## src/sv/apcl_pkg.sv

```systemverilog
// Package for the pointer click-layer controller: mode codes, register
// indexes, reset values and the configuration bundle. No dependencies.
`timescale 1ns / 1ps

package apcl_pkg;

  // Operating modes of the click layer.
  typedef enum logic [1:0] {
    MODE_IDLE      = 2'd0,
    MODE_WAITING   = 2'd1,
    MODE_CLICKABLE = 2'd2,
    MODE_CLICKING  = 2'd3
  } mode_e;

  // Item kinds on the input channel.
  localparam logic CMD_REPORT = 1'b0;
  localparam logic CMD_KEY    = 1'b1;

  // Key kind code for a key that is not a click button.
  localparam logic [1:0] KIND_OTHER = 2'd0;

  // Configuration register indexes.
  localparam logic [1:0] REG_THRESHOLD = 2'd0;
  localparam logic [1:0] REG_HOLD_TIME = 2'd1;
  localparam logic [1:0] REG_WAIT_TIME = 2'd2;

  // Register reset values.
  localparam logic [14:0] THRESHOLD_RST = 15'd0;
  localparam logic [15:0] HOLD_TIME_RST = 16'd800;
  localparam logic [15:0] WAIT_TIME_RST = 16'd50;

  // Ceiling of the motion accumulator.
  localparam logic [14:0] SUM_MAX = 15'h7FFF;

  // Default number of click buttons.
  localparam int NUM_BUTTONS_DEF = 3;

  // Configuration as seen by the update logic.
  typedef struct packed {
    logic [14:0] threshold;
    logic [15:0] hold_time;
    logic [15:0] wait_time;
  } apcl_cfg_t;

endpackage

```

## src/sv/apcl_core.sv

```systemverilog
// State and update logic of the click-layer controller: holds the mode,
// time mark, motion sum, layer flag and button mask. Depends on apcl_pkg.
`timescale 1ns / 1ps

module apcl_core #(
  parameter int NumButtons = apcl_pkg::NUM_BUTTONS_DEF
) (
  input  logic                  clk_i,
  input  logic                  rst_ni,
  input  apcl_pkg::apcl_cfg_t   cfg_i,
  input  logic                  fire_i,
  input  logic                  cmd_i,
  input  logic [15:0]           now_ms_i,
  input  logic signed [7:0]     dx_i,
  input  logic signed [7:0]     dy_i,
  input  logic [1:0]            key_kind_i,
  input  logic                  pressed_i,
  output logic                  layer_active_o,
  output logic [1:0]            mode_o,
  output logic [NumButtons-1:0] buttons_o,
  output logic                  send_report_o,
  output logic                  key_passes_o,
  output logic signed [7:0]     out_dx_o,
  output logic signed [7:0]     out_dy_o
);

  import apcl_pkg::*;

  mode_e                 mode_q, mode_d;
  logic [15:0]           mark_q, mark_d;
  logic [14:0]           sum_q, sum_d;
  logic                  layer_q, layer_d;
  logic [NumButtons-1:0] mask_q, mask_d;

  logic [7:0]            mag_x, mag_y;
  logic [15:0]           sum_raw;
  logic [14:0]           sum_sat;
  logic [15:0]           elapsed;
  logic                  moving;
  logic                  is_button;
  logic [NumButtons-1:0] button_bit;

  // Magnitudes of the motion; full negative counts as 128.
  assign mag_x = dx_i[7] ? (~dx_i + 8'd1) : dx_i;
  assign mag_y = dy_i[7] ? (~dy_i + 8'd1) : dy_i;
  assign moving = (mag_x != 8'd0) || (mag_y != 8'd0);

  // Saturating motion accumulation.
  assign sum_raw = {1'b0, sum_q} + {8'd0, mag_x} + {8'd0, mag_y};
  assign sum_sat = sum_raw[15] ? SUM_MAX : sum_raw[14:0];

  // Time since the mark, wrapping at 16 bits.
  assign elapsed = now_ms_i - mark_q;

  // Click button decode; buttons beyond the configured count act as other keys.
  assign is_button  = (key_kind_i != KIND_OTHER) && (int'(key_kind_i) <= NumButtons);
  assign button_bit = NumButtons'(1) << (key_kind_i - 2'd1);

  // Next state and result fields for the item in the input register.
  always_comb begin
    mode_d         = mode_q;
    mark_d         = mark_q;
    sum_d          = sum_q;
    layer_d        = layer_q;
    mask_d         = mask_q;
    send_report_o  = 1'b0;
    key_passes_o   = 1'b0;
    out_dx_o       = '0;
    out_dy_o       = '0;

    if (cmd_i == CMD_KEY) begin
      if (is_button) begin
        if (pressed_i) begin
          mask_d = mask_q | button_bit;
          mode_d = MODE_CLICKING;
        end else begin
          mask_d  = mask_q & ~button_bit;
          layer_d = 1'b1;
          mark_d  = now_ms_i;
          mode_d  = MODE_CLICKABLE;
        end
        send_report_o = 1'b1;
      end else begin
        if (pressed_i) begin
          mode_d  = MODE_IDLE;
          layer_d = 1'b0;
        end
        key_passes_o = 1'b1;
      end
    end else begin
      out_dx_o = dx_i;
      out_dy_o = dy_i;
      if (moving) begin
        case (mode_q)
          MODE_CLICKABLE: begin
            mark_d = now_ms_i;
          end
          MODE_WAITING: begin
            if (sum_sat >= cfg_i.threshold) begin
              sum_d   = '0;
              layer_d = 1'b1;
              mark_d  = now_ms_i;
              mode_d  = MODE_CLICKABLE;
            end else begin
              sum_d = sum_sat;
            end
          end
          MODE_IDLE: begin
            mark_d = now_ms_i;
            mode_d = MODE_WAITING;
            sum_d  = '0;
          end
          default: begin
          end
        endcase
      end else begin
        case (mode_q)
          MODE_CLICKABLE: begin
            if (elapsed > cfg_i.hold_time) begin
              mode_d  = MODE_IDLE;
              layer_d = 1'b0;
            end
          end
          MODE_WAITING: begin
            if (elapsed > cfg_i.wait_time) begin
              sum_d  = '0;
              mode_d = MODE_IDLE;
            end
          end
          MODE_IDLE: begin
            sum_d = '0;
          end
          default: begin
          end
        endcase
      end
    end
  end

  // The result shows the state after the item.
  assign layer_active_o = layer_d;
  assign mode_o         = mode_d;
  assign buttons_o      = mask_d;

  // State registers, updated once per item.
  always_ff @(posedge clk_i or negedge rst_ni) begin
    if (!rst_ni) begin
      mode_q  <= MODE_IDLE;
      mark_q  <= '0;
      sum_q   <= '0;
      layer_q <= 1'b0;
      mask_q  <= '0;
    end else if (fire_i) begin
      mode_q  <= mode_d;
      mark_q  <= mark_d;
      sum_q   <= sum_d;
      layer_q <= layer_d;
      mask_q  <= mask_d;
    end
  end

endmodule

```

## src/sv/auto_pointer_click_layer_fsm.sv

```systemverilog
// Top level of the pointer click-layer controller: input register, result
// register, configuration registers and the apcl_core update logic.
// Depends on apcl_pkg and apcl_core.
//
//   Channel  Direction  Handshake                  Payload
//   cfg      in         cfg_valid_i / cfg_ready_o  cfg_index_i, cfg_data_i
//   in       in         in_valid_i / in_stall_o    cmd, now_ms, dx, dy, key_kind, pressed
//   out      out        out_valid_o / out_stall_i  layer_active, mode, buttons, ...
//
// A beat is registered in the input register on entry and its result in the
// result register; one beat can enter every cycle while the output does not stall.
// The combinational state update between the two registers sets the rate.
// Reset is asynchronous and active low; it clears the mode, mark, motion sum,
// layer flag, button mask and valid flags and loads the config reset values.
// A stall on the output holds the result; the input register then fills
// and the input stalls in turn. Register writes are always ready.
`timescale 1ns / 1ps

module auto_pointer_click_layer_fsm #(
  parameter int NumButtons = apcl_pkg::NUM_BUTTONS_DEF
) (
  input  logic                  clk_i,
  input  logic                  rst_ni,
  input  logic                  cfg_valid_i,
  output logic                  cfg_ready_o,
  input  logic [1:0]            cfg_index_i,
  input  logic [15:0]           cfg_data_i,
  input  logic                  in_valid_i,
  output logic                  in_stall_o,
  input  logic                  cmd_i,
  input  logic [15:0]           now_ms_i,
  input  logic signed [7:0]     dx_i,
  input  logic signed [7:0]     dy_i,
  input  logic [1:0]            key_kind_i,
  input  logic                  pressed_i,
  output logic                  out_valid_o,
  input  logic                  out_stall_i,
  output logic                  layer_active_o,
  output logic [1:0]            mode_o,
  output logic [NumButtons-1:0] buttons_o,
  output logic                  send_report_o,
  output logic                  key_passes_o,
  output logic signed [7:0]     out_dx_o,
  output logic signed [7:0]     out_dy_o
);

  import apcl_pkg::*;

  apcl_cfg_t             cfg_q;

  logic                  s1_valid_q;
  logic                  s1_cmd_q;
  logic [15:0]           s1_now_q;
  logic signed [7:0]     s1_dx_q, s1_dy_q;
  logic [1:0]            s1_kind_q;
  logic                  s1_pressed_q;

  logic                  out_valid_q;
  logic                  out_layer_q;
  logic [1:0]            out_mode_q;
  logic [NumButtons-1:0] out_buttons_q;
  logic                  out_send_q;
  logic                  out_passes_q;
  logic signed [7:0]     out_dx_q, out_dy_q;

  logic                  in_take;
  logic                  s1_fire;
  logic                  out_take;

  logic                  res_layer;
  logic [1:0]            res_mode;
  logic [NumButtons-1:0] res_buttons;
  logic                  res_send;
  logic                  res_passes;
  logic signed [7:0]     res_dx, res_dy;

  // Handshake control.
  assign out_take    = out_valid_q && !out_stall_i;
  assign s1_fire     = s1_valid_q && (!out_valid_q || !out_stall_i);
  assign in_stall_o  = s1_valid_q && !s1_fire;
  assign in_take     = in_valid_i && !in_stall_o;
  assign cfg_ready_o = 1'b1;

  // Configuration registers; unknown indexes are dropped.
  always_ff @(posedge clk_i or negedge rst_ni) begin
    if (!rst_ni) begin
      cfg_q.threshold <= THRESHOLD_RST;
      cfg_q.hold_time <= HOLD_TIME_RST;
      cfg_q.wait_time <= WAIT_TIME_RST;
    end else if (cfg_valid_i) begin
      case (cfg_index_i)
        REG_THRESHOLD: cfg_q.threshold <= cfg_data_i[14:0];
        REG_HOLD_TIME: cfg_q.hold_time <= cfg_data_i;
        REG_WAIT_TIME: cfg_q.wait_time <= cfg_data_i;
        default: begin
        end
      endcase
    end
  end

  // Input register valid flag.
  always_ff @(posedge clk_i or negedge rst_ni) begin
    if (!rst_ni) begin
      s1_valid_q <= 1'b0;
    end else if (in_take) begin
      s1_valid_q <= 1'b1;
    end else if (s1_fire) begin
      s1_valid_q <= 1'b0;
    end
  end

  // Input register payload.
  always_ff @(posedge clk_i) begin
    if (in_take) begin
      s1_cmd_q     <= cmd_i;
      s1_now_q     <= now_ms_i;
      s1_dx_q      <= dx_i;
      s1_dy_q      <= dy_i;
      s1_kind_q    <= key_kind_i;
      s1_pressed_q <= pressed_i;
    end
  end

  apcl_core #(
    .NumButtons(NumButtons)
  ) u_core (
    .clk_i         (clk_i),
    .rst_ni        (rst_ni),
    .cfg_i         (cfg_q),
    .fire_i        (s1_fire),
    .cmd_i         (s1_cmd_q),
    .now_ms_i      (s1_now_q),
    .dx_i          (s1_dx_q),
    .dy_i          (s1_dy_q),
    .key_kind_i    (s1_kind_q),
    .pressed_i     (s1_pressed_q),
    .layer_active_o(res_layer),
    .mode_o        (res_mode),
    .buttons_o     (res_buttons),
    .send_report_o (res_send),
    .key_passes_o  (res_passes),
    .out_dx_o      (res_dx),
    .out_dy_o      (res_dy)
  );

  // Result register valid flag.
  always_ff @(posedge clk_i or negedge rst_ni) begin
    if (!rst_ni) begin
      out_valid_q <= 1'b0;
    end else if (s1_fire) begin
      out_valid_q <= 1'b1;
    end else if (out_take) begin
      out_valid_q <= 1'b0;
    end
  end

  // Result register payload.
  always_ff @(posedge clk_i) begin
    if (s1_fire) begin
      out_layer_q   <= res_layer;
      out_mode_q    <= res_mode;
      out_buttons_q <= res_buttons;
      out_send_q    <= res_send;
      out_passes_q  <= res_passes;
      out_dx_q      <= res_dx;
      out_dy_q      <= res_dy;
    end
  end

  assign out_valid_o    = out_valid_q;
  assign layer_active_o = out_layer_q;
  assign mode_o         = out_mode_q;
  assign buttons_o      = out_buttons_q;
  assign send_report_o  = out_send_q;
  assign key_passes_o   = out_passes_q;
  assign out_dx_o       = out_dx_q;
  assign out_dy_o       = out_dy_q;

endmodule
```

## config.mk

```make
export PLATFORM = sky130hd
export DESIGN_NAME = auto_pointer_click_layer_fsm
export DESIGN_NICKNAME = d
export VERILOG_FILES = /design/src/sv/apcl_pkg.sv /design/src/sv/apcl_core.sv /design/src/sv/auto_pointer_click_layer_fsm.sv
export SDC_FILE = /design/constraint.sdc
export NUM_CORES = 1
export LEC_CHECK = 0
export ABC_AREA = 1
export BUFFER_PORTS_ARGS = -buffer_cell sky130_fd_sc_hd__buf_2
export CORE_MARGIN = 4
export CORE_UTILIZATION = 58
export DETAILED_ROUTE_END_ITERATION = 8
export PLACE_DENSITY = 0.83
export SLEW_MARGIN = 40
export SYNTH_ARGS = -nofsm -noshare
export SYNTH_HDL_FRONTEND = slang
export SYNTH_SLANG_ARGS = --single-unit
export TNS_END_PERCENT = 100
```

## constraint.sdc

```tcl
create_clock -name clk_i -period 6 [get_ports clk_i]
set_input_delay 1.2 -clock clk_i [delete_from_list [all_inputs] [get_ports clk_i]]
set_output_delay 1.2 -clock clk_i [all_outputs]
set_load 0.03 [all_outputs]
```

==> run summary <==
Placement
- 13.6 mm — post-DP HPWL
- 84 — # port buffers
- 0.930 — routability-driven placement congestion ratio

Die
- 59.7% — initial core utilization
- 17,100 um2 — Die Footprint
- 131 um — chip height
- 86 — I/O Pins
- 44 — Std-Cell Rows
- 131 um — die extent in x
- 14,600 um2 — total core area

Timing
- 0.815 ns — transition time at the pin with the least slew margin
- 0 — total of endpoints with negative setup slack in the final report
- 5.45 ns — Final min period
- 0 — final hold vios
- 0 ns — Post-Route Setup TNS
- 90.9% — share of the clock period used by the worst path
- 45.5% — worst slew slack as a fraction of its limit
- 0.00793 ns — Worst Skew
- 0 — number of pins exceeding their max-slew limit in the final report
- false — setup repair after global routing missed its margin
- 0.470 ns — worst hold-check slack
- 0.183 GHz — fmax

Layout
- 0 — diode count
- 4000 um2 — multi-input logic area
- 1,237 — Final Net Count
- 3960 um2 — area of all sequential standard cells
- 13.1% — Synth-to-Final Area Change
- 1,139 — Filler Cell Count
- 17.3% — fraction of final layout cells with drive strength greater than 1

Pwr
- 0.00277 W — cell-internal power
- 49.7% — logic gate share of total power
- 5.04 nW — Leakage
- 483 nW/um2 — power density over the cells
- 29.0% — sequential share of power
- 42.0% — switching part of the total power
- 0.00201 W — Sw Pwr
- 21.3% — power share of the clock group
- 0.000360 V — maximum vdd drop

Route
- 5 — first drt pass iteration count
- 18.1 mm — detailed-route wire length
- 6,789 — via count of the routed design
- 0 — count of nets left with antenna violations after detail routing
- 14.1 um — routed wire length per instance
- 531 — DRC marker count from the first detailed-route iteration
- 0 — post-route DRC violation count
- 5.27 — vias per inst

CTS
- sky130_fd_sc_hd__clkbuf_16 — root buffer cell
- done — CTS tree
- 146 — total number of clock tree sinks
- 4 — H-tree levels
- 17 — CTS buffer count
- 0.06 ns — Clock Pin Slew Worst Setup and Hold Paths
- 0.43 ns — insertion delay of the later-clocked pin in the worst-skew pair
- 2 — clock tree buffer depth
- 0 — number of buffers added to fix hold violations after cts
- 0 — post-CTS setup-driven buffer insertion count
- 0 — post-cts gate resize count

Synthesis
- 60 — number of flops mapped to enable cells by yosys
- 8750 um2 — Post-Syn Area
- 45.3% — sequential cell area fraction in the yosys report
- sky130_fd_sc_hd__dfrtp_1 — commonest register cell after synthesis
- 58.9% — proportion of synthesized flip-flops having asynchronous set or reset
- 0 — Warnings, synthesis
- 8.69 um2 — Synth Area per Inst
- 146 — number of flip-flops and latches in the synthesized netlist
- 1,152 — nets in the synthesized netlist
- 45 — post-synthesis cell type count
- 1,007 — number of instances in the synthesized netlist

Run
- 0 — Max-Cap Viols

Worst setup path
- 0.55 ns — worst-case register-to-register setup slack
- u_core.sum_q[4] — destination of the critical timing path
- s1_dy_q[0] — FF-to-FF Start
- flop — critical path capture point type
- flop to flop — category of the critical setup timing path
- 15 — CP max FO
- s1_dy_q[0] — first element of the critical path
- 5.80 ns — signal arrival time at the worst endpoint
- 6.35 ns — WP data required
- 27 — Worst Reg2Reg Path Length in Cells
- u_core.sum_q[4] — endpoint of the worst register-to-register path
- flop — Worst setup SP type

GRT
- 30.4 mm — global-route wire length before repair
- 56 — maximum number of pins on one net before global-route repair
- 0 — grt ovf
- 22.3% — GR Util All Layers
- 0 — antenna violations before repair
- 6,722 — number of global-route vias before repair

Worst hold path
- flop to flop — hold crit path type
- 2 — WHS Path Cells
- u_core.mark_q[6] — startpoint of the worst hold path

Outcome
- finished clean — result of the run

## metal layers
layer	vias up	part of all wire, %	track usage (%)
met5	-	0	0
met4	0	2.4	8.47
met3	34	3.5	3.70
met2	152	52	40.0
met1	3179	42	26.9
li1	3424	-	-
## state kept, by name, summed over array words and instances, names as in the netlist, 2 cells and up
| signal | count |
|---|---|
| cfg_q | 47 |
| s1_now_q | 16 |
| u_core.mark_q | 16 |
| u_core.sum_q | 15 |
| out_dx_o | 8 |
| out_dy_o | 8 |
| s1_dx_q | 8 |
| s1_dy_q | 8 |
| buttons_o | 3 |
| u_core.mask_q | 3 |
| mode_o | 2 |
| s1_kind_q | 2 |
| u_core.mode_q | 2 |
## how the worst min path moves through the flow
| stage | endpoint | slack [ns] |
|---|---|---|
| after CTS | u_core.mark_q[6] | 0.47 |
| after detailed placement | u_core.mark_q[7] | 0.46 |
| after floorplan | u_core.mark_q[10] | 0.44 |
| after global placement | u_core.mark_q[5] | 0.45 |
| final | u_core.mark_q[6] | 0.47 |
| after global routing | u_core.mark_q[11] | 0.50 |
## synth_stat cells (8+ instances only)
library cell                 n  area [um2]
sky130_fd_sc_hd__a21oi_1    43         215
sky130_fd_sc_hd__clkbuf_1   11        41.3
sky130_fd_sc_hd__dfrtp_1    80        2000
sky130_fd_sc_hd__edfxtp_1   60        1800
sky130_fd_sc_hd__fa_1       10         200
sky130_fd_sc_hd__ha_1       76         951
sky130_fd_sc_hd__inv_1     164         616
sky130_fd_sc_hd__inv_2      16        60.1
sky130_fd_sc_hd__nand2_1   245         920
sky130_fd_sc_hd__nand3_1    60         300
sky130_fd_sc_hd__nand3_2    14         140
sky130_fd_sc_hd__nor2_1     46         173
sky130_fd_sc_hd__nor3_1     10        50.1
sky130_fd_sc_hd__o21ai_0    74         370
sky130_fd_sc_hd__o21ai_2    12         105
sky130_fd_sc_hd__xnor2_1     8        70.1
sky130_fd_sc_hd__xor2_1     10        87.6
## metrics by stage
step                      util [%]  area (um2)  std cells  power [W]  setup WS, ns
after floorplan                  -        8750       1007    0.00322          1.69
after global placement        63.5        9300       1257    0.00364         0.842
after detailed placement      63.7        9320       1257    0.00374         0.648
after CTS                     67.5        9890       1289    0.00478         0.544
after global routing          67.5        9890       1289    0.00522        0.0371
final                         67.5        9890       1289    0.00478         0.547
## layout make-up
type,instances,area share [%]
Clock buffer,23,4.93
Clock inverter,9,0.822
Inverter,182,6.96
Multi-Input combinational cell,658,40.4
Sequential cell,146,40.0
Tap cell,184,2.33
Timing Repair Buffer,87,4.50
## critical path, stage by stage, from the launching register on
cell	delay (ns)
sky130_fd_sc_hd__edfxtp_1	0.38
sky130_fd_sc_hd__inv_2	0.14
sky130_fd_sc_hd__ha_1	0.27
sky130_fd_sc_hd__nand3_1	0.13
sky130_fd_sc_hd__nand2_1	0.07
sky130_fd_sc_hd__nand2_1	0.06
sky130_fd_sc_hd__nand2_1	0.09
sky130_fd_sc_hd__inv_1	0.07
sky130_fd_sc_hd__fa_1	0.50
sky130_fd_sc_hd__inv_1	0.04
sky130_fd_sc_hd__ha_1	0.35
sky130_fd_sc_hd__a21oi_1	0.18
sky130_fd_sc_hd__nand2_1	0.10
sky130_fd_sc_hd__nand2_1	0.08
sky130_fd_sc_hd__o211ai_1	0.14
sky130_fd_sc_hd__nand4_1	0.37
sky130_fd_sc_hd__inv_1	0.15
sky130_fd_sc_hd__or2_2	0.35
sky130_fd_sc_hd__ha_1	0.30
sky130_fd_sc_hd__a21oi_1	0.16
sky130_fd_sc_hd__o21ai_0	0.09
sky130_fd_sc_hd__nand2_1	0.06
sky130_fd_sc_hd__nand2_1	0.04
sky130_fd_sc_hd__nor2_1	0.18
sky130_fd_sc_hd__nand2_1	0.15
sky130_fd_sc_hd__nor3_4	0.65
sky130_fd_sc_hd__nand3_1	0.18
sky130_fd_sc_hd__o21ai_2	0.11
## layout by cell type (no fill, tap or decap), types with 3 or more instances in the layout
cell                        instances
sky130_fd_sc_hd__dfrtp_1           80
sky130_fd_sc_hd__dfstp_2            6
sky130_fd_sc_hd__o21ai_2           12
sky130_fd_sc_hd__buf_4              4
sky130_fd_sc_hd__xor2_1            10
sky130_fd_sc_hd__nand3_1           57
sky130_fd_sc_hd__inv_2             16
sky130_fd_sc_hd__clkinv_2           3
sky130_fd_sc_hd__edfxtp_1          60
sky130_fd_sc_hd__o21ai_1            5
sky130_fd_sc_hd__ha_1              76
sky130_fd_sc_hd__fa_1              10
sky130_fd_sc_hd__clkbuf_16         17
sky130_fd_sc_hd__nor3_1            10
sky130_fd_sc_hd__nand3_2           17
sky130_fd_sc_hd__nand4_1            6
sky130_fd_sc_hd__inv_1            164
sky130_fd_sc_hd__a21oi_1           43
sky130_fd_sc_hd__nor2_1            46
sky130_fd_sc_hd__xnor2_1            8
sky130_fd_sc_hd__nand2_1          245
sky130_fd_sc_hd__clkbuf_8           4
sky130_fd_sc_hd__o21ai_0           74
sky130_fd_sc_hd__or2_2              5
sky130_fd_sc_hd__a21boi_0           3
sky130_fd_sc_hd__buf_2             83
sky130_fd_sc_hd__nor2_2             6
## cells by family after synthesis
| kind of cell | synth area share, % |
|---|---|
| adder cells (fa/ha/maj) | 13.2 |
| buffers and inverters | 9.31 |
| flip-flops | 45.3 |
| other | 0.0429 |
| XOR/XNOR | 1.99 |
| AO/OA/AOI/OAI | 9.90 |
| AND/OR/NAND/NOR | 20.3 |
## power by group through the flow
stage	combinational (W)	sequential [W]	clock [W]
finish	0.00237	0.00139	0.00102
floorplan	0.00180	0.00141	0
CTS	0.00237	0.00138	0.00103
detailed placement	0.00234	0.00140	0
global placement	0.00225	0.00139	0
global route	0.00274	0.00141	0.00107
(Power assumes the default switching activity.)
